<file path="src/design/sxtok_pkg.sv">
// Shared types and token codes for the s-expression tokenizer.
// No dependencies; imported by every module of the block.
package sxtok_pkg;

  localparam int KIND_W = 4;
  localparam int FIELD_W = 16;
  localparam int NUM_W = 31;

  localparam logic [KIND_W-1:0] KIND_OPEN = 4'd0;
  localparam logic [KIND_W-1:0] KIND_CLOSE = 4'd1;
  localparam logic [KIND_W-1:0] KIND_SYMBOL = 4'd2;
  localparam logic [KIND_W-1:0] KIND_NUMBER = 4'd3;
  localparam logic [KIND_W-1:0] KIND_BOOL = 4'd4;
  localparam logic [KIND_W-1:0] KIND_STRING = 4'd5;
  localparam logic [KIND_W-1:0] KIND_QUOTE = 4'd6;
  localparam logic [KIND_W-1:0] KIND_QUASI = 4'd7;
  localparam logic [KIND_W-1:0] KIND_UNQUOTE = 4'd8;
  localparam logic [KIND_W-1:0] KIND_SPLICE = 4'd9;
  localparam logic [KIND_W-1:0] KIND_BAD_CHAR = 4'd10;
  localparam logic [KIND_W-1:0] KIND_BAD_HASH = 4'd11;
  localparam logic [KIND_W-1:0] KIND_END = 4'd12;

  localparam int RQ_DEPTH = 4;
  localparam int RQ_AW = 2;
  localparam int RQ_CW = 3;

  typedef struct packed {
    logic [KIND_W-1:0]  token_kind;
    logic [FIELD_W-1:0] start_pos;
    logic [FIELD_W-1:0] text_length;
    logic [NUM_W-1:0]   number_value;
    logic               bool_value;
    logic [FIELD_W-1:0] line_number;
    logic [7:0]         offending_byte;
    logic               last_result;
  } sxtok_result_t;

  typedef struct packed {
    logic [1:0]    count;
    sxtok_result_t r0;
    sxtok_result_t r1;
  } sxtok_step_t;

  typedef struct packed {
    logic             room;
    logic [RQ_CW-1:0] fill;
  } sxtok_rq_stat_t;

endpackage

</file>
<file path="src/design/sexpr_tokenizer.sv">
// Top level of the s-expression tokenizer: input register, lexer core, result queue.
// Depends on sxtok_pkg, sxtok_core and sxtok_rq.
//
// Usage:
//   in_*  : one source byte per request in in_tdata; in_tlast high marks end of
//           text (the byte is then ignored), flushing any pending token.
//   out_* : one token per request; out_tuser is the token kind, out_tlast marks
//           the final token caused by one input request.
//   A byte may cause zero, one or two tokens; end of text causes one or two.
// Path: a token passes through the input register and then the result queue
//   before it is presented on out_*.
// Throughput: one input request per cycle while each causes at most one token
//   and out_tready stays high; a byte that causes two tokens is drained by the
//   single output port, one token per request, from a four-entry result queue.
// Reset: rst_n low clears the lexer to blank mode, position 0, line 1, and
//   empties the queue.
// Stall: while out_tready is low, results wait in the queue; the input side
//   keeps accepting until the queue has no room for two more tokens, then
//   holds in_tready low until the output drains.
module sexpr_tokenizer import sxtok_pkg::*; #(
  parameter int POS_WIDTH = 16,
  parameter int LINE_WIDTH = 16
) (
  input  logic        clk,
  input  logic        rst_n,
  input  logic        in_tvalid,
  output logic        in_tready,
  input  logic [7:0]  in_tdata,   // [7:0] char_byte
  input  logic        in_tlast,   // end_of_input
  output logic        out_tvalid,
  input  logic        out_tready,
  output logic [87:0] out_tdata,  // [15:0] start_pos, [31:16] text_length,
                                  // [62:32] number_value, [63] bool_value,
                                  // [79:64] line_number, [87:80] offending_byte
  output logic [3:0]  out_tuser,  // [3:0] token_kind
  output logic        out_tlast   // last_result
);

  logic           in_valid_r;
  logic [7:0]     in_byte_r;
  logic           in_eoi_r;
  logic           step_go;
  logic [1:0]     push;
  sxtok_step_t    step;
  sxtok_result_t  head;
  sxtok_rq_stat_t rq_stat;

  assign step_go = in_valid_r && rq_stat.room;
  assign in_tready = !in_valid_r || step_go;
  assign push = step_go ? step.count : 2'd0;

  always_ff @(posedge clk) begin
    if (!rst_n) begin
      in_valid_r <= 1'b0;
    end else if (in_tready) begin
      in_valid_r <= in_tvalid;
    end
  end

  always_ff @(posedge clk) begin
    if (in_tready && in_tvalid) begin
      in_byte_r <= in_tdata;
      in_eoi_r <= in_tlast;
    end
  end

  sxtok_core #(
    .POS_WIDTH (POS_WIDTH),
    .LINE_WIDTH(LINE_WIDTH)
  ) u_core (
    .clk         (clk),
    .rst_n       (rst_n),
    .step_go     (step_go),
    .char_byte   (in_byte_r),
    .end_of_input(in_eoi_r),
    .step        (step)
  );

  sxtok_rq u_rq (
    .clk       (clk),
    .rst_n     (rst_n),
    .push      (push),
    .r0        (step.r0),
    .r1        (step.r1),
    .pop       (out_tvalid && out_tready),
    .head_valid(out_tvalid),
    .head      (head),
    .stat      (rq_stat)
  );

  assign out_tdata = {head.offending_byte, head.line_number, head.bool_value,
                      head.number_value, head.text_length, head.start_pos};
  assign out_tuser = head.token_kind;
  assign out_tlast = head.last_result;

`ifndef SYNTHESIS
  a_rq_no_overflow: assert property (@(posedge clk) disable iff (!rst_n)
    rq_stat.fill <= RQ_CW'(RQ_DEPTH))
    else $error("result queue overflow");

  a_eoi_ends: assert property (@(posedge clk) disable iff (!rst_n)
    step_go && in_eoi_r |-> step.count != 2'd0 &&
      ((step.count == 2'd1 && step.r0.token_kind == KIND_END) ||
       (step.count == 2'd2 && step.r1.token_kind == KIND_END)))
    else $error("end of input without end token");

  a_last_marks: assert property (@(posedge clk) disable iff (!rst_n)
    step_go && step.count == 2'd2 |-> !step.r0.last_result && step.r1.last_result)
    else $error("last flag misplaced in a two-token step");
`endif

endmodule

</file>
<file path="src/design/sxtok_core.sv">
// Lexer mode machine: state registers and the per-byte step logic.
// Depends on sxtok_pkg for token codes and the result types.
module sxtok_core import sxtok_pkg::*; #(
  parameter int POS_WIDTH = 16,
  parameter int LINE_WIDTH = 16
) (
  input  logic        clk,
  input  logic        rst_n,
  input  logic        step_go,
  input  logic [7:0]  char_byte,
  input  logic        end_of_input,
  output sxtok_step_t step
);

  localparam logic [2:0] M_BLANK = 3'd0;
  localparam logic [2:0] M_SYM = 3'd1;
  localparam logic [2:0] M_NUM = 3'd2;
  localparam logic [2:0] M_HASH = 3'd3;
  localparam logic [2:0] M_COMMENT = 3'd4;
  localparam logic [2:0] M_STRING = 3'd5;
  localparam logic [2:0] M_COMMA = 3'd6;
  localparam logic [2:0] M_HALT = 3'd7;

  localparam logic [7:0] CH_TAB = 8'h09;
  localparam logic [7:0] CH_LF = 8'h0A;
  localparam logic [7:0] CH_CR = 8'h0D;
  localparam logic [7:0] CH_SPACE = 8'h20;
  localparam logic [7:0] CH_BANG = 8'h21;
  localparam logic [7:0] CH_DQUOTE = 8'h22;
  localparam logic [7:0] CH_HASH = 8'h23;
  localparam logic [7:0] CH_QUOTE = 8'h27;
  localparam logic [7:0] CH_OPEN = 8'h28;
  localparam logic [7:0] CH_CLOSE = 8'h29;
  localparam logic [7:0] CH_STAR = 8'h2A;
  localparam logic [7:0] CH_PLUS = 8'h2B;
  localparam logic [7:0] CH_COMMA = 8'h2C;
  localparam logic [7:0] CH_MINUS = 8'h2D;
  localparam logic [7:0] CH_SLASH = 8'h2F;
  localparam logic [7:0] CH_ZERO = 8'h30;
  localparam logic [7:0] CH_NINE = 8'h39;
  localparam logic [7:0] CH_SEMI = 8'h3B;
  localparam logic [7:0] CH_LT = 8'h3C;
  localparam logic [7:0] CH_EQ = 8'h3D;
  localparam logic [7:0] CH_GT = 8'h3E;
  localparam logic [7:0] CH_QMARK = 8'h3F;
  localparam logic [7:0] CH_AT = 8'h40;
  localparam logic [7:0] CH_BTICK = 8'h60;
  localparam logic [7:0] CH_LOW_A = 8'h61;
  localparam logic [7:0] CH_LOW_F = 8'h66;
  localparam logic [7:0] CH_LOW_T = 8'h74;
  localparam logic [7:0] CH_LOW_Z = 8'h7A;

  localparam int PosExt = (POS_WIDTH > FIELD_W) ? POS_WIDTH : FIELD_W;
  localparam int LineExt = (LINE_WIDTH > FIELD_W) ? LINE_WIDTH : FIELD_W;
  localparam int ProdW = NUM_W + 4;
  localparam logic [NUM_W-1:0] NUM_MAX = {NUM_W{1'b1}};

  logic [2:0]            mode_r, mode_nxt;
  logic [POS_WIDTH-1:0]  pos_r, pos_nxt;
  logic [POS_WIDTH-1:0]  start_r, start_nxt;
  logic [NUM_W-1:0]      acc_r, acc_nxt;
  logic [LINE_WIDTH-1:0] line_r, line_nxt;

  logic                  c_sym, c_digit, c_space;
  logic                  b_emit, b_set_start, b_set_acc;
  logic [KIND_W-1:0]     b_kind;
  logic [7:0]            b_off;
  logic [2:0]            b_mode;
  logic [POS_WIDTH-1:0]  b_start;
  logic [NUM_W-1:0]      b_acc;

  logic                  a_valid, b_valid, use_blank;
  logic [KIND_W-1:0]     a_kind, b_res_kind;
  logic [POS_WIDTH-1:0]  a_start, a_len;
  logic [NUM_W-1:0]      a_num;
  logic                  a_bv;
  logic [7:0]            a_off, b_res_off;
  logic [LINE_WIDTH-1:0] line_inc, line_res;
  logic [ProdW-1:0]      acc_prod;

  logic [PosExt-1:0]     a_start_x, a_len_x;
  logic [LineExt-1:0]    line_x;
  sxtok_result_t         a_res, b_res;

  always_comb begin
    c_sym = ((char_byte >= CH_LOW_A) && (char_byte <= CH_LOW_Z)) ||
            (char_byte == CH_QMARK) || (char_byte == CH_BANG) ||
            (char_byte == CH_PLUS) || (char_byte == CH_MINUS) ||
            (char_byte == CH_STAR) || (char_byte == CH_SLASH) ||
            (char_byte == CH_EQ) || (char_byte == CH_LT) || (char_byte == CH_GT);
    c_digit = (char_byte >= CH_ZERO) && (char_byte <= CH_NINE);
    c_space = (char_byte == CH_SPACE) || (char_byte == CH_TAB) ||
              (char_byte == CH_CR) || (char_byte == CH_LF);
  end

  // decode of one byte seen from blank mode
  always_comb begin
    b_emit = 1'b0;
    b_kind = KIND_OPEN;
    b_off = 8'd0;
    b_mode = M_BLANK;
    b_set_start = 1'b0;
    b_start = pos_r;
    b_set_acc = 1'b0;
    b_acc = NUM_W'(char_byte - CH_ZERO);
    case (char_byte)
      CH_OPEN: begin
        b_emit = 1'b1;
        b_kind = KIND_OPEN;
      end
      CH_CLOSE: begin
        b_emit = 1'b1;
        b_kind = KIND_CLOSE;
      end
      CH_HASH: b_mode = M_HASH;
      CH_QUOTE: begin
        b_emit = 1'b1;
        b_kind = KIND_QUOTE;
      end
      CH_BTICK: begin
        b_emit = 1'b1;
        b_kind = KIND_QUASI;
      end
      CH_COMMA: b_mode = M_COMMA;
      CH_SEMI: b_mode = M_COMMENT;
      CH_DQUOTE: begin
        b_mode = M_STRING;
        b_set_start = 1'b1;
        b_start = pos_r + 1'b1;
      end
      default: begin
        if (c_sym) begin
          b_mode = M_SYM;
          b_set_start = 1'b1;
        end else if (c_digit) begin
          b_mode = M_NUM;
          b_set_acc = 1'b1;
        end else if (!c_space) begin
          b_emit = 1'b1;
          b_kind = KIND_BAD_CHAR;
          b_off = char_byte;
          b_mode = M_HALT;
        end
      end
    endcase
  end

  always_comb begin
    acc_prod = {1'b0, acc_r, 3'd0} + {3'd0, acc_r, 1'b0} +
               ProdW'(char_byte - CH_ZERO);
  end

  always_comb begin
    line_inc = ((char_byte == CH_LF) && !(&line_r)) ? line_r + 1'b1 : line_r;
    mode_nxt = mode_r;
    pos_nxt = pos_r;
    start_nxt = start_r;
    acc_nxt = acc_r;
    line_nxt = line_r;
    line_res = line_inc;
    a_valid = 1'b0;
    a_kind = KIND_OPEN;
    a_start = '0;
    a_len = '0;
    a_num = '0;
    a_bv = 1'b0;
    a_off = 8'd0;
    use_blank = 1'b0;
    b_valid = 1'b0;
    b_res_kind = b_kind;
    b_res_off = b_off;
    if (end_of_input) begin
      line_res = line_r;
      b_valid = 1'b1;
      b_res_kind = KIND_END;
      b_res_off = 8'd0;
      case (mode_r)
        M_SYM: begin
          a_valid = 1'b1;
          a_kind = KIND_SYMBOL;
          a_start = start_r;
          a_len = pos_r - start_r;
        end
        M_NUM: begin
          a_valid = 1'b1;
          a_kind = KIND_NUMBER;
          a_num = acc_r;
        end
        M_COMMA: begin
          a_valid = 1'b1;
          a_kind = KIND_UNQUOTE;
        end
        default: a_valid = 1'b0;
      endcase
      mode_nxt = M_BLANK;
      pos_nxt = '0;
      start_nxt = '0;
      acc_nxt = '0;
      line_nxt = LINE_WIDTH'(1);
    end else begin
      pos_nxt = pos_r + 1'b1;
      if (mode_r != M_HALT) begin
        line_nxt = line_inc;
        case (mode_r)
          M_SYM: begin
            if (!(c_sym || c_digit)) begin
              a_valid = 1'b1;
              a_kind = KIND_SYMBOL;
              a_start = start_r;
              a_len = pos_r - start_r;
              use_blank = 1'b1;
            end
          end
          M_NUM: begin
            if (c_digit) begin
              acc_nxt = (acc_prod > ProdW'(NUM_MAX)) ? NUM_MAX : acc_prod[NUM_W-1:0];
            end else begin
              a_valid = 1'b1;
              a_kind = KIND_NUMBER;
              a_num = acc_r;
              use_blank = 1'b1;
            end
          end
          M_HASH: begin
            a_valid = 1'b1;
            if ((char_byte == CH_LOW_T) || (char_byte == CH_LOW_F)) begin
              a_kind = KIND_BOOL;
              a_bv = (char_byte == CH_LOW_T);
              mode_nxt = M_BLANK;
            end else begin
              a_kind = KIND_BAD_HASH;
              a_off = char_byte;
              mode_nxt = M_HALT;
            end
          end
          M_COMMENT: begin
            if ((char_byte == CH_LF) || (char_byte == CH_CR)) begin
              mode_nxt = M_BLANK;
            end
          end
          M_STRING: begin
            if (char_byte == CH_DQUOTE) begin
              a_valid = 1'b1;
              a_kind = KIND_STRING;
              a_start = start_r;
              a_len = pos_r - start_r;
              mode_nxt = M_BLANK;
            end
          end
          M_COMMA: begin
            a_valid = 1'b1;
            mode_nxt = M_BLANK;
            if (char_byte == CH_AT) begin
              a_kind = KIND_SPLICE;
            end else begin
              a_kind = KIND_UNQUOTE;
              use_blank = 1'b1;
            end
          end
          default: use_blank = 1'b1;
        endcase
        if (use_blank) begin
          mode_nxt = b_mode;
          b_valid = b_emit;
          if (b_set_start) begin
            start_nxt = b_start;
          end
          if (b_set_acc) begin
            acc_nxt = b_acc;
          end
        end
      end
    end
  end

  always_comb begin
    a_start_x = PosExt'(a_start);
    a_len_x = PosExt'(a_len);
    line_x = LineExt'(line_res);
    a_res = '{token_kind: a_kind, start_pos: a_start_x[FIELD_W-1:0],
              text_length: a_len_x[FIELD_W-1:0], number_value: a_num,
              bool_value: a_bv, line_number: line_x[FIELD_W-1:0],
              offending_byte: a_off, last_result: !b_valid};
    b_res = '{token_kind: b_res_kind, start_pos: '0, text_length: '0,
              number_value: '0, bool_value: 1'b0,
              line_number: line_x[FIELD_W-1:0], offending_byte: b_res_off,
              last_result: 1'b1};
    step.count = {1'b0, a_valid} + {1'b0, b_valid};
    step.r0 = a_valid ? a_res : b_res;
    step.r1 = b_res;
  end

  always_ff @(posedge clk) begin
    if (!rst_n) begin
      mode_r <= M_BLANK;
      pos_r <= '0;
      start_r <= '0;
      acc_r <= '0;
      line_r <= LINE_WIDTH'(1);
    end else if (step_go) begin
      mode_r <= mode_nxt;
      pos_r <= pos_nxt;
      start_r <= start_nxt;
      acc_r <= acc_nxt;
      line_r <= line_nxt;
    end
  end

endmodule

</file>
<file path="src/design/sxtok_rq.sv">
// Result queue: takes up to two results per cycle, hands out one per beat.
// Depends on sxtok_pkg for the result and status types.
module sxtok_rq import sxtok_pkg::*; (
  input  logic           clk,
  input  logic           rst_n,
  input  logic [1:0]     push,
  input  sxtok_result_t  r0,
  input  sxtok_result_t  r1,
  input  logic           pop,
  output logic           head_valid,
  output sxtok_result_t  head,
  output sxtok_rq_stat_t stat
);

  sxtok_result_t    entry_r [RQ_DEPTH];
  logic [RQ_AW-1:0] wr_ptr_r, wr_ptr_nxt;
  logic [RQ_AW-1:0] rd_ptr_r, rd_ptr_nxt;
  logic [RQ_CW-1:0] fill_r, fill_nxt;
  logic [RQ_AW-1:0] wr_ptr_p1;

  always_comb begin
    wr_ptr_p1 = wr_ptr_r + 1'b1;
    wr_ptr_nxt = wr_ptr_r + RQ_AW'(push);
    rd_ptr_nxt = rd_ptr_r + RQ_AW'(pop);
    fill_nxt = fill_r + RQ_CW'(push) - RQ_CW'(pop);
    head_valid = (fill_r != '0);
    head = entry_r[rd_ptr_r];
    stat.fill = fill_r;
    stat.room = (fill_r <= RQ_CW'(RQ_DEPTH - 2));
  end

  always_ff @(posedge clk) begin
    if (push != 2'd0) begin
      entry_r[wr_ptr_r] <= r0;
    end
    if (push == 2'd2) begin
      entry_r[wr_ptr_p1] <= r1;
    end
  end

  always_ff @(posedge clk) begin
    if (!rst_n) begin
      wr_ptr_r <= '0;
      rd_ptr_r <= '0;
      fill_r <= '0;
    end else begin
      wr_ptr_r <= wr_ptr_nxt;
      rd_ptr_r <= rd_ptr_nxt;
      fill_r <= fill_nxt;
    end
  end

endmodule
</file>
<file path="config.mk">
export PLATFORM = sky130hd
export DESIGN_NAME = sexpr_tokenizer
export DESIGN_NICKNAME = d
export VERILOG_FILES = /design/src/design/sxtok_pkg.sv /design/src/design/sexpr_tokenizer.sv /design/src/design/sxtok_core.sv /design/src/design/sxtok_rq.sv
export SDC_FILE = /design/constraint.sdc
export NUM_CORES = 1
export LEC_CHECK = 0
export BUFFER_PORTS_ARGS = -buffer_cell sky130_fd_sc_hd__clkbuf_2
export CORE_MARGIN = 2
export CORE_UTILIZATION = 55
export CTS_BUF_LIST = sky130_fd_sc_hd__clkbuf_16
export CTS_CLUSTER_DIAMETER = 150
export DETAILED_ROUTE_END_ITERATION = 8
export GPL_TIMING_DRIVEN = 0
export PLACE_DENSITY = 0.81
export SYNTH_ARGS = -nofsm -noshare
export SYNTH_HDL_FRONTEND = slang
export SYNTH_SLANG_ARGS = --single-unit
</file>
<file path="constraint.sdc">
create_clock -name clk -period 21.8 [get_ports clk]
set_clock_uncertainty 0.2 [all_clocks]
set_input_delay 1.09 -clock clk [delete_from_list [all_inputs] [get_ports clk]]
set_output_delay 1.09 -clock clk [all_outputs]
set_load 0.01 [all_outputs]
</file>
==> run summary, run 1 <==
STATUS
--------------------------------------------------------------------------------------
Run status .............................................................. complete, no violations

CLOCK NETWORK
--------------------------------------------------------------------------------------
CTS root buffer ......................................................... sky130_fd_sc_hd__clkbuf_16
Clk Latency, worst-skew pair ............................................      0.61 ns
Number of buffers on the longest clock path .............................            3
Hold_buf cts ............................................................            0
Number of sinks driven by the clock tree ................................          471
Clock slew at the register clock pins of the worst setup and hold paths .      0.06 ns
Clock tree from TritonCTS ...............................................          yes
Number of clock buffers inserted by TritonCTS ...........................           47
Resized cells post-CTS ..................................................            0
Setup Buffers After CTS .................................................            0
CTS HTree Levels ........................................................            2

CRITICAL PATH
--------------------------------------------------------------------------------------
Reg-to-reg setup timing slack ...........................................     14.96 ns
CP Capture Type .........................................................     register
Worst path cell trace ................................................... inv_1, ha_1, nor3b_2, a21oi_1, a221o_1, and2_4, o311ai_4, and2_2, inv_2, ha_1, buf_2, o21ai_1, or2_2, and2_1, clkbuf_1, clkinv_1, buf_16
Cells on worst reg2reg path .............................................           17
Most common cell type on the critical path .............................. sky130_fd_sc_hd__ha_1
Crit-path max FO ........................................................           16
Largest stage delay on the critical path ................................      1.01 ns
Arrival time at the worst endpoint ......................................      6.98 ns
Critical path launch point type .........................................     register
Classification of the worst setup path ..................................   reg -> reg
Required time at the endpoint of the critical path ......................     21.95 ns
Worst reg2reg endpoint .................................................. u_rq.entry_r[2][18]
Cell with the biggest individual delay on the critical path ............. sky130_fd_sc_hd__clkinv_1
Reg2Reg Launch Point .................................................... in_byte_r[4]

SYNTHESIS
--------------------------------------------------------------------------------------
Share of flip-flops with an asynchronous set or reset after synthesis ...           0%
Summed instance area of the synthesized netlist .........................   0.0234 mm²
Number of warnings reported in the yosys synthesis log ..................            0
Distinct cells, synth ...................................................           98
EDFF count, synth .......................................................          121
Prevailing post-synth register cell ..................................... sky130_fd_sc_hd__dfxtp_1
Cells after synthesis ...................................................        2,245
Post-synthesis register bit count .......................................          471
Synth Area per Inst .....................................................     10.4 µm²
Cell type contributing the most total cell area after synthesis ......... sky130_fd_sc_hd__dfxtp_1
Total nets after synthesis ..............................................        2,352
Register area share after synthesis .....................................        45.5%
Top-area cell type share of the netlist area ............................        29.9%
Largest cells by area after synthesis ................................... sky130_fd_sc_hd__dfxtp_1, sky130_fd_sc_hd__edfxtp_1, sky130_fd_sc_hd__mux4_2, sky130_fd_sc_hd__a32o_1, sky130_fd_sc_hd__nand2_1

FLOW RUN
--------------------------------------------------------------------------------------
Number of maximum-capacitance constraint violations .....................            0

TIMING
--------------------------------------------------------------------------------------
Setup-failing EPs final .................................................            0
Setup repair after global routing missed its margin .....................           no
Worst Hold Margin .......................................................     0.253 ns
Peak Freq ...............................................................      146 MHz
Final Cycle Share .......................................................        31.4%
Worst slew margin relative to its limit .................................        6.83%
Number of pins with negative max-slew slack in the final report .........            0
Post-route minimum period ...............................................      6.84 ns
Crit path setup slack, layout ...........................................     14.96 ns
Number of endpoints with negative hold slack in the final report ........            0
Post-Route Setup TNS ....................................................         0 ns
Worst slew pin tran .....................................................      1.39 ns

FINISH
--------------------------------------------------------------------------------------
Fraction of final layout cells sized beyond drive strength 1 ............        14.3%
Final design area excluding fillers .....................................   0.0262 mm²
Final std cells w/o fill ................................................        2,986
Area growth from synthesis to final layout ..............................        12.1%
Filler instances ........................................................        3,297
Final core utilization ..................................................        62.5%
Total Nets Final ........................................................        2,516

HOLD PATH
--------------------------------------------------------------------------------------
Class of the most critical hold timing path .............................   reg -> reg
Sink of the worst hold path ............................................. u_rq.entry_r[1][25]
Cell depth of the worst hold path .......................................            2
Hold_sp ................................................................. u_rq.entry_r[1][25]

PWR
--------------------------------------------------------------------------------------
P_int ...................................................................      1.50 mW
Sw Share ................................................................        29.6%
Clk pwr share ...........................................................        36.6%
Overall power after layout ..............................................      2.12 mW
IR Drop Worst-Case VDD ..................................................      64.0 µV
Power density normalized to cell area ...................................  81.0 mW/mm²
Share of power burned in combinational logic ............................        19.3%
Flop pwr share ..........................................................        44.1%
Leakage .................................................................      9.41 nW
Switching Power .........................................................     0.630 mW

GLOBAL ROUTE
--------------------------------------------------------------------------------------
Leftover overflow at the end of global routing ..........................            0
Number of antenna violations at the first check in global routing .......            1
Vias in the first global route ..........................................       19,600
Wire length of the first global-routing pass ............................   108,000 µm
Global-route total usage across every layer .............................        31.5%
Maximum number of pins on one net before global-route repair ............           30

PLACEMENT
--------------------------------------------------------------------------------------
Port buffer count .......................................................          107
HPWL reported at the end of detailed placement ..........................    49,100 µm
Final weighted congestion in routability-driven placement ...............        0.974
Worst setup slack before clock tree synthesis ...........................     14.68 ns
Post-DP Area ............................................................   0.0247 mm²
Cell count after placement ..............................................        2,895

DETAILED ROUTING
--------------------------------------------------------------------------------------
Violation count after the first detailed-routing iteration ..............        2,019
Via count ...............................................................       19,600
Number of iterations in the first detailed-routing pass .................            5
DRC viols ...............................................................            0
Number of routed nets with antenna violations ...........................            0
Total routed wirelength .................................................    69,900 µm
Average vias per placed instance ........................................         6.58
Average wire length per cell after detail routing .......................      23.4 µm

DIE
--------------------------------------------------------------------------------------
Die Y ...................................................................       210 µm
Die span in x ...........................................................       210 µm
Starting density of the core ............................................        55.8%
Die Outline Area ........................................................   0.0442 mm²
I/O Pins ................................................................          108
Area of the core ........................................................   0.0419 mm²
Count of standard-cell rows .............................................           75

==> worst max-delay path by stage <==
stage                 start                  end  slack, ns  cells past startpoint
6_report       in_byte_r[4]  u_rq.entry_r[2][18]      14.96                     17
2_1_floorplan  in_byte_r[4]     u_core.acc_r[10]      14.91                     16
3_3_place_gp   in_byte_r[4]     u_core.acc_r[17]      12.88                     16
5_1_grt        in_byte_r[4]  u_rq.entry_r[2][18]      14.75                     17
3_5_place_dp   in_byte_r[4]   u_rq.entry_r[1][0]      14.68                     16
4_1_cts        in_byte_r[4]   u_rq.entry_r[1][0]      14.66                     16
==> power groups by stage <==
stage               clock [mW]  sequential, mW  combinational [mW]
floorplan                    0           0.949               0.265
global placement             0           0.953               0.391
detailed placement           0           0.955               0.399
CTS                      0.780           0.936               0.402
global route             0.817           0.938               0.436
finish                   0.778           0.936               0.411
==> layer usage <==
layer  up-vias  global-route usage (%)  wire length (µm)
li1       8774                       -                 -
met2      1011                    53.1             34100
met4         0                    15.5              2990
met3       193                    5.74              6010
met5         -                       0                 0
met1      9670                    39.1             26800
==> sequential cells by signal, indices dropped and copies added, names as in the netlist <==
signal and flops:
u_core.start_r 16, u_rq.fill_r 3, in_valid_r 1, in_eoi_r 1, in_byte_r 8, u_rq.wr_ptr_r 2, u_core.pos_r 16, u_rq.entry_r 372
u_core.mode_r 3, u_core.line_r 16, u_rq.rd_ptr_r 2, u_core.acc_r 31
==> logic make-up after synthesis <==
logic type / share of synthesized area, %
compound gates: 19.9
xor+xnor: 2.88
fa+ha+maj: 6.05
buf+inv: 3.66
flops: 45.5
mux: 9.14
simple gates: 12.9
==> cell type report <==
cell class	instances	area, µm²	share of cell area (%)
Inverter	63	236	0.902
Timing Repair Buffer	115	683	2.60
Antenna cell	1	2.50	0.00954
Buffer	157	621	2.37
Multi-Input combinational cell	1554	11900	45.4
Tap cell	539	674	2.57
Sequential cell	471	10600	40.6
Clock inverter	37	226	0.863
Clock buffer	49	1230	4.67
==> Yosys cell counts (45+ instances only) <==
| cell | number |
|---|---|
| sky130_fd_sc_hd__ha_1 | 62 |
| sky130_fd_sc_hd__nand2_1 | 230 |
| sky130_fd_sc_hd__a21oi_1 | 119 |
| sky130_fd_sc_hd__inv_1 | 60 |
| sky130_fd_sc_hd__o21ai_0 | 165 |
| sky130_fd_sc_hd__mux4_2 | 93 |
| sky130_fd_sc_hd__xnor2_1 | 54 |
| sky130_fd_sc_hd__dfxtp_1 | 350 |
| sky130_fd_sc_hd__edfxtp_1 | 121 |
| sky130_fd_sc_hd__clkbuf_1 | 126 |
| sky130_fd_sc_hd__nor2_1 | 181 |
| sky130_fd_sc_hd__and2_1 | 45 |
| sky130_fd_sc_hd__a32o_1 | 125 |
==> placed cells by master (no fill, tap or decap), types with 54 or more instances in the layout <==
cell                         n
sky130_fd_sc_hd__dfxtp_1   350
sky130_fd_sc_hd__nand2_1   230
sky130_fd_sc_hd__nor2_1    178
sky130_fd_sc_hd__o21ai_0   165
sky130_fd_sc_hd__clkbuf_1  126
sky130_fd_sc_hd__a32o_1    125
sky130_fd_sc_hd__edfxtp_1  121
sky130_fd_sc_hd__a21oi_1   119
sky130_fd_sc_hd__clkbuf_2  108
sky130_fd_sc_hd__mux4_2     93
sky130_fd_sc_hd__inv_1      69
sky130_fd_sc_hd__ha_1       62
sky130_fd_sc_hd__xnor2_1    54
==> critical path: cells and delay by family, from the launching register on <==
kind	cells	cell delay, ns
AOI/OAI and AO/OA	4	1.34
adders and majority gates	2	0.59
buffers and inverters	6	2.67
DFF	1	0.56
and+or+nand+nor	5	1.20
Power figures use the tool's default switching activity.
==> inputs of run 2 (changes only) <==
- PLACE_DENSITY: 0.81 -> 0.83
- clock period: 21.8 -> 5.7 ns (I/O delays scaled with it)
==> run 2 against run 1 <==
Count of clock-buffer cells in the layout did not move. Critical path depth did not move. Final area rose by 2.1%. Sequential power rose to 3.8 times the previous value. Non-clock buffer count rose by 36. Global-route usage rose by 0.71 points. Largest cell class unchanged. Largest power group unchanged.
==> run summary, run 2 (same netlist as run 1, synthesis figures left out) <==
CLOCK NETWORK
--------------------------------------------------------------------------------------
Number of buffers on the longest clock path .............................            3   unchanged
Number of sinks driven by the clock tree ................................          471   unchanged
Number of clock buffers inserted by TritonCTS ...........................           48   +2.1%
CTS HTree Levels ........................................................            2   unchanged
Clk Latency, worst-skew pair ............................................      0.63 ns   +0.02 ns
CTS root buffer ......................................................... sky130_fd_sc_hd__clkbuf_16
Clock slew at the register clock pins of the worst setup and hold paths .      0.06 ns   about the same
Clock tree from TritonCTS ...............................................          yes

DETAILED ROUTING
--------------------------------------------------------------------------------------
Met2 wire len ...........................................................    34,700 µm   +1.7%
Total routed wirelength .................................................    71,400 µm   +2.2%
Met1 wire length ........................................................    27,600 µm   +3.1%
DRC viols ...............................................................            0   unchanged
Number of routed nets with antenna violations ...........................            0   unchanged
Wire length on met3 .....................................................      6180 µm   +2.9%
Number of iterations in the first detailed-routing pass .................            7   +2
Violation count after the first detailed-routing iteration ..............        2,129   +5.4%
Average wire length per cell after detail routing .......................      23.6 µm   +0.74%
Top layer reached by signal wires .......................................         met5
Average vias per placed instance ........................................         6.56   -0.33%
Via count ...............................................................       19,900   +1.1%

PWR
--------------------------------------------------------------------------------------
Overall power after layout ..............................................      8.41 mW   +300%
IR Drop Worst-Case VDD ..................................................       246 µV   +280%
Leakage .................................................................      9.62 nW   +2.2%
Power density normalized to cell area ...................................   314 mW/mm²   +290%

TIMING
--------------------------------------------------------------------------------------
Number of pins with negative max-slew slack in the final report .........            0   unchanged
Post-route minimum period ...............................................      5.53 ns   -1.31 ns
Peak Freq ...............................................................      181 MHz   +24%
Final Cycle Share .......................................................        97.1%   +66 points
Post-Route Setup TNS ....................................................         0 ns   unchanged
Setup-failing EPs final .................................................            0   unchanged
Worst Hold Margin .......................................................    0.0221 ns   -0.231 ns
Worst slew margin relative to its limit .................................        9.41%   +2.6 points
Number of endpoints with negative hold slack in the final report ........            0   unchanged
Worst slew pin tran .....................................................      1.35 ns   -0.0371 ns
Setup repair after global routing missed its margin .....................           no

PLACEMENT
--------------------------------------------------------------------------------------
Final weighted congestion in routability-driven placement ...............        0.972   -0.20%
Cell count after placement ..............................................        2,893   -0.069%
HPWL reported at the end of detailed placement ..........................    49,500 µm   +0.75%
Port buffer count .......................................................          107   unchanged

DIE
--------------------------------------------------------------------------------------
Die Outline Area ........................................................   0.0442 mm²   unchanged
Area of the core ........................................................   0.0419 mm²   unchanged
Die Y ...................................................................       210 µm   unchanged
I/O Pins ................................................................          108   unchanged
Count of standard-cell rows .............................................           75   unchanged
Starting density of the core ............................................        55.8%   unchanged
Die span in x ...........................................................       210 µm   unchanged

FINISH
--------------------------------------------------------------------------------------
Antenna diode count .....................................................            0   -1
Reg area ................................................................   0.0106 mm²   unchanged
Largest register by flop count .......................................... u_rq.entry_r
Total Nets Final ........................................................        2,557   +1.6%
Biggest registers after layout .......................................... u_rq.entry_r x372, u_core.acc_r x31
Filler instances ........................................................        3,299   +0.061%
Final std cells w/o fill ................................................        3,028   +1.4%
Most common library cell in the layout ignoring fill and taps ........... sky130_fd_sc_hd__dfxtp_1
Commonest non-fill, non-tap cells in the layout ......................... sky130_fd_sc_hd__dfxtp_1, sky130_fd_sc_hd__nand2_1, sky130_fd_sc_hd__nor2_1, sky130_fd_sc_hd__o21ai_0, sky130_fd_sc_hd__a32o_1
Number of flip-flops under the largest register name ....................          372   unchanged
Area of combinational cells with multiple inputs ........................   0.0120 mm²   +0.42%
Area growth from synthesis to final layout ..............................        14.4%
Fraction of final layout cells sized beyond drive strength 1 ............        16.4%   +2.1 points

GLOBAL ROUTE
--------------------------------------------------------------------------------------
Leftover overflow at the end of global routing ..........................            0   unchanged
Number of antenna violations at the first check in global routing .......            2   +1
Vias in the first global route ..........................................       19,800   +0.95%
Maximum number of pins on one net before global-route repair ............           16   -47%
Wire length of the first global-routing pass ............................   111,000 µm   +1.9%
Global-route total usage across every layer .............................        32.2%   +0.71 points

HOLD PATH
--------------------------------------------------------------------------------------
Class of the most critical hold timing path .............................    in -> reg

CRITICAL PATH
--------------------------------------------------------------------------------------
Crit-path max FO ........................................................           10   -6
Classification of the worst setup path ..................................   reg -> reg
CP Capture Type .........................................................     register
Critical path launch point type .........................................     register
Arrival time at the worst endpoint ......................................      5.65 ns   -1.33 ns
Required time at the endpoint of the critical path ......................      5.82 ns   -16.13 ns

STATUS
--------------------------------------------------------------------------------------
Run status .............................................................. complete, no violations

FLOW RUN
--------------------------------------------------------------------------------------
Number of maximum-capacitance constraint violations .....................            0   unchanged

[run 2: cell type report]
type	instances	share of cell area (%)
Clock inverter	40	1.39
Sequential cell	471	39.7
Multi-Input combinational cell	1554	44.7
Timing Repair inverter	4	0.112
Buffer	156	2.36
Clock buffer	49	4.58
Timing Repair Buffer	152	3.64
Inverter	63	0.939
Tap cell	539	2.52
[run 2: path summary, 6_finish.rpt]
path / startpoint / endpoint / slack (ns) / cells past startpoint
setup / recovery: in_byte_r[4] / u_rq.entry_r[1][13] / 0.17 / 17
hold reg to reg: u_rq.entry_r[3][83] / u_rq.entry_r[3][83] / 0.25 / 2
hold / removal: out_tready / u_rq.rd_ptr_r[0] / 0.02 / 4
setup reg to reg: in_byte_r[4] / u_rq.entry_r[1][13] / 0.17 / 17
[run 2: repair_timing]
action,CTS,global route
pin swaps,4,1
hold buffers,11,0
gates cloned,4,0
setup buffers,29,3
setup endpoints to repair,393,313
endpoints found under the hold margin,14,0
gates resized for setup,16,27
[run 2: stage by stage]
step                utilization (%)  instance area [µm²]  setup WS (ns)
global placement               58.7                24600          -2.02
detailed placement             58.8                24700          -1.46
finish                         63.8                26800          0.167
global route                   63.8                26800        0.00489
floorplan                         -                23400         0.0105
CTS                            63.7                26700         0.0775
[run 2: per-layer routing]
layer	global-route usage [%]	vias to the layer above
met3	5.44	208
met1	40.9	9834
met5	0	-
met2	54.2	985
met4	14.3	4
li1	-	8828
[run 2: power breakdown]
part           switching (mW)  internal (mW)  total [mW]
Combinational            1.05          0.579        1.63
Clock                    1.40           1.80        3.20
Sequential             0.0562           3.53        3.58
[run 2: critical path, cell delays in order, from the launching register on]
cell and delay (ns):
sky130_fd_sc_hd__edfxtp_1 0.59, sky130_fd_sc_hd__ha_1 0.21, sky130_fd_sc_hd__clkbuf_2 0.23, sky130_fd_sc_hd__nand2_1 0.13, sky130_fd_sc_hd__o2111ai_1 0.67, sky130_fd_sc_hd__a31oi_1 0.17
sky130_fd_sc_hd__o22ai_1 0.50, sky130_fd_sc_hd__a21oi_1 0.12, sky130_fd_sc_hd__a31oi_1 0.26, sky130_fd_sc_hd__ha_1 0.30, sky130_fd_sc_hd__nand2_1 0.09, sky130_fd_sc_hd__clkbuf_1 0.28
sky130_fd_sc_hd__nor4_1 0.74, sky130_fd_sc_hd__nor2_4 0.10, sky130_fd_sc_hd__buf_4 0.21, sky130_fd_sc_hd__buf_4 0.16, sky130_fd_sc_hd__clkinvlp_4 0.08, sky130_fd_sc_hd__buf_4 0.19
==> inputs of run 3 (changes only) <==
- CORE_ASPECT_RATIO: not set -> 0.75
- CTS_CLUSTER_DIAMETER: 150 -> not set
- PLACE_DENSITY: 0.83 -> 0.79
==> run 3 against run 2 <==
The run now ends with DRC left. Worst setup slack better by 0.012 ns. Worst hold slack gained 0.097 ns. Final cell count rose by 0.40%. Count of clock-buffer cells in the layout is 1 lower. Via count grew 0.95%. Die area about the same. Critical path depth decreased by 1. Flip-flop and latch count did not move. Non-clock buffer count is 12 lower. Critical endpoint is now u_rq.entry_r[2][79].
==> run summary, run 3 (same netlist as run 1, synthesis figures left out) <==
CLOCK NETWORK
--------------------------------------------------------------------------------------
Clock tree from TritonCTS ...............................................          yes
Number of sinks driven by the clock tree ................................          471   unchanged
Number of buffers on the longest clock path .............................            3   unchanged
Clock slew at the register clock pins of the worst setup and hold paths .      0.06 ns   about the same
CTS root buffer ......................................................... sky130_fd_sc_hd__clkbuf_16
Number of clock buffers inserted by TritonCTS ...........................           47   -2.1%
Clk Latency, worst-skew pair ............................................      0.59 ns   -0.04 ns
CTS HTree Levels ........................................................            2   unchanged

GLOBAL ROUTE
--------------------------------------------------------------------------------------
Most crowded layer after global routing .................................         met2
Leftover overflow at the end of global routing ..........................            0   unchanged
Met1 usage in global routing ............................................        47.4%   +6.4 points
Vias in the first global route ..........................................       19,200   -2.7%
Wire length of the first global-routing pass ............................   112,000 µm   +1.0%
Met2 demand-to-capacity share in global routing .........................        47.5%   -6.7 points
Number of antenna violations at the first check in global routing .......            0   -2
Global-route total usage across every layer .............................        32.2%   +0.048 points
Met3 usage in global routing ............................................        6.87%   +1.4 points
Maximum number of pins on one net before global-route repair ............           18   +2

FINISH
--------------------------------------------------------------------------------------
Fraction of final layout cells sized beyond drive strength 1 ............        15.9%   -0.45 points
Filler instances ........................................................        3,336   +1.1%
Number of flip-flops under the largest register name ....................          372   unchanged
Final std cells w/o fill ................................................        3,040   +0.40%
Commonest non-fill, non-tap cells in the layout ......................... sky130_fd_sc_hd__dfxtp_1, sky130_fd_sc_hd__nand2_1, sky130_fd_sc_hd__nor2_1, sky130_fd_sc_hd__o21ai_0, sky130_fd_sc_hd__a32o_1
Final core utilization ..................................................        63.5%   -0.31 points
Area growth from synthesis to final layout ..............................        14.1%
Biggest registers after layout .......................................... u_rq.entry_r x372, u_core.acc_r x31
Antenna diode count .....................................................            0   unchanged
Total Nets Final ........................................................        2,542   -0.59%
Most common library cell in the layout ignoring fill and taps ........... sky130_fd_sc_hd__dfxtp_1
Largest register by flop count .......................................... u_rq.entry_r

PLACEMENT
--------------------------------------------------------------------------------------
HPWL reported at the end of detailed placement ..........................    51,300 µm   +3.6%
Cell count after placement ..............................................        2,925   +1.1%
Final weighted congestion in routability-driven placement ...............        0.967   -0.45%
Port buffer count .......................................................          107   unchanged
Worst setup slack before clock tree synthesis ...........................     -1.53 ns   -0.0678 ns

CRITICAL PATH
--------------------------------------------------------------------------------------
Worst path cell trace ................................................... inv_1, ha_1, nor3b_2, a21oi_1, a221o_1, and2_4, o311ai_4, and2_2, inv_2, ha_1, buf_2, o21ai_2, nor2_2, nand2_1, clkbuf_1, o21ai_0
Reg2Reg Launch Point .................................................... in_byte_r[4]
Reg-to-reg setup timing slack ...........................................      0.18 ns   about the same
Required time at the endpoint of the critical path ......................      6.00 ns   +0.18 ns
Cells on worst reg2reg path .............................................           16   -1
Classification of the worst setup path ..................................   reg -> reg
CP Capture Type .........................................................     register
Most common cell type on the critical path .............................. sky130_fd_sc_hd__ha_1
Cell with the biggest individual delay on the critical path ............. sky130_fd_sc_hd__nor2_2
Worst reg2reg endpoint .................................................. u_rq.entry_r[2][79]
Critical path launch point type .........................................     register
Largest stage delay on the critical path ................................      0.77 ns   +0.03 ns
Crit-path max FO ........................................................           10   unchanged
Arrival time at the worst endpoint ......................................      5.82 ns   +0.17 ns

DETAILED ROUTING
--------------------------------------------------------------------------------------
DRC viols ...............................................................            1   +1
Average wire length per cell after detail routing .......................      23.7 µm   +0.63%
Number of routed nets with antenna violations ...........................            0   unchanged
Violation count after the first detailed-routing iteration ..............        2,345   +10%
Total routed wirelength .................................................    72,100 µm   +1.0%
Average vias per placed instance ........................................         6.59   +0.55%
Via count ...............................................................       20,000   +0.95%
Number of iterations in the first detailed-routing pass .................            8   +1

TIMING
--------------------------------------------------------------------------------------
Post-Route Setup TNS ....................................................         0 ns   unchanged
Worst slew pin tran .....................................................      1.22 ns   -0.128 ns
Number of endpoints with negative hold slack in the final report ........            0   unchanged
Setup repair after global routing missed its margin .....................          yes
Peak Freq ...............................................................      181 MHz   +0.22%
Crit path setup slack, layout ...........................................     0.179 ns   +0.0120 ns
Final Cycle Share .......................................................        96.9%   -0.21 points
Number of pins with negative max-slew slack in the final report .........            0   unchanged
Setup-failing EPs final .................................................            0   unchanged
Post-route minimum period ...............................................      5.52 ns   -0.0120 ns
Worst slew margin relative to its limit .................................        18.5%   +9.1 points
Worst Hold Margin .......................................................     0.119 ns   +0.0970 ns

DIE
--------------------------------------------------------------------------------------
Starting density of the core ............................................        55.7%   -0.13 points
Die Y ...................................................................       183 µm   -13%
Count of standard-cell rows .............................................           65   -13%
I/O Pins ................................................................          108   unchanged
Die Outline Area ........................................................   0.0442 mm²   about the same
Area of the core ........................................................   0.0420 mm²   +0.24%
Die span in x ...........................................................       242 µm   +15%

PWR
--------------------------------------------------------------------------------------
Leakage .................................................................      9.56 nW   -0.57%
Power density normalized to cell area ...................................   316 mW/mm²   +0.62%
IR Drop Worst-Case VDD ..................................................       339 µV   +38%

FLOW RUN
--------------------------------------------------------------------------------------
Number of maximum-capacitance constraint violations .....................            0   unchanged

HOLD PATH
--------------------------------------------------------------------------------------
Hold_sp .................................................................        rst_n
Class of the most critical hold timing path .............................    in -> reg
Sink of the worst hold path ............................................. u_core.acc_r[10]
Cell depth of the worst hold path .......................................            5   +1

STATUS
--------------------------------------------------------------------------------------
Run status .............................................................. finished with violations
Violated checks .........................................................          DRC

-- run 3: changes by cell type in the layout (fill, tap and decap cells not counted), moves of 3 or more --
cell / previous run / this run
sky130_fd_sc_hd__clkinvlp_4: 10 / 7
sky130_fd_sc_hd__clkinv_1: 9 / 1
sky130_fd_sc_hd__clkinv_4: 0 / 5
sky130_fd_sc_hd__inv_2: 4 / 7
sky130_fd_sc_hd__inv_1: 61 / 65
sky130_fd_sc_hd__buf_4: 29 / 15
sky130_fd_sc_hd__clkinv_2: 15 / 7
-- run 3: critical path: cells and delay by family (launching register included) --
family | cells | cell delay [ns]
compound gates | 5 | 1.32
fa+ha+maj | 2 | 0.58
buf+inv | 4 | 0.76
flops | 1 | 0.56
simple gates | 5 | 2.03
-- run 3: layout make-up --
class,instances,area (µm²),share of cell area (%)
clock inverters,37,377,1.41
plain buffers,156,628,2.35
repair inverters,2,12.5,0.0469
well taps,569,712,2.67
repair buffers,140,912,3.42
flip-flops and latches,471,10600,39.8
multi-input cells,1554,12000,44.8
clock buffers,48,1200,4.50
inverters,63,251,0.942
-- run 3: metal layers --
layer	part of all wire, %	up-vias
li1	-	8836
met1	43	9911
met2	43	1138
met3	11	162
met4	3.4	0
met5	0	-
-- run 3: metrics by stage --
stage          total power [mW]  instance area (µm²)
2_1_floorplan              4.65                23400
5_1_grt                    8.68                26700
3_3_place_gp               5.17                24700
3_5_place_dp               5.22                24700
4_1_cts                    8.40                26600
6_report                   8.44                26700
-- run 3: where the power goes --
group / total, mW / switching (mW) / leakage [nW] / internal, mW
sequential: 3.58 / 0.0562 / 3.89 / 3.52
clock: 3.22 / 1.36 / 0.816 / 1.85
combinational: 1.64 / 1.07 / 4.86 / 0.576
total: 8.44 / 2.49 / 9.56 / 5.95
-- run 3: worst max-delay path by stage --
stage / from / end / slack, ns / cells past startpoint
after global routing: in_byte_r[4] / u_rq.entry_r[2][8] / -0.06 / 16
after global placement: in_byte_r[4] / u_rq.entry_r[0][5] / -2.08 / 15
after CTS: in_byte_r[4] / u_core.acc_r[20] / 0.15 / 17
final: in_byte_r[4] / u_rq.entry_r[2][79] / 0.18 / 16
after detailed placement: in_byte_r[4] / u_rq.entry_r[3][18] / -1.53 / 15
after floorplan: in_byte_r[4] / u_core.acc_r[9] / 0.01 / 16
-- run 3: timing repair --
item,4_1_cts,5_1_grt
gates resized for setup,22,10
endpoints found under the setup margin,452,252
gates cloned,2,0
hold buffers,11,0
setup buffers,12,6
pin swaps,1,3
hold endpoints to repair,11,0
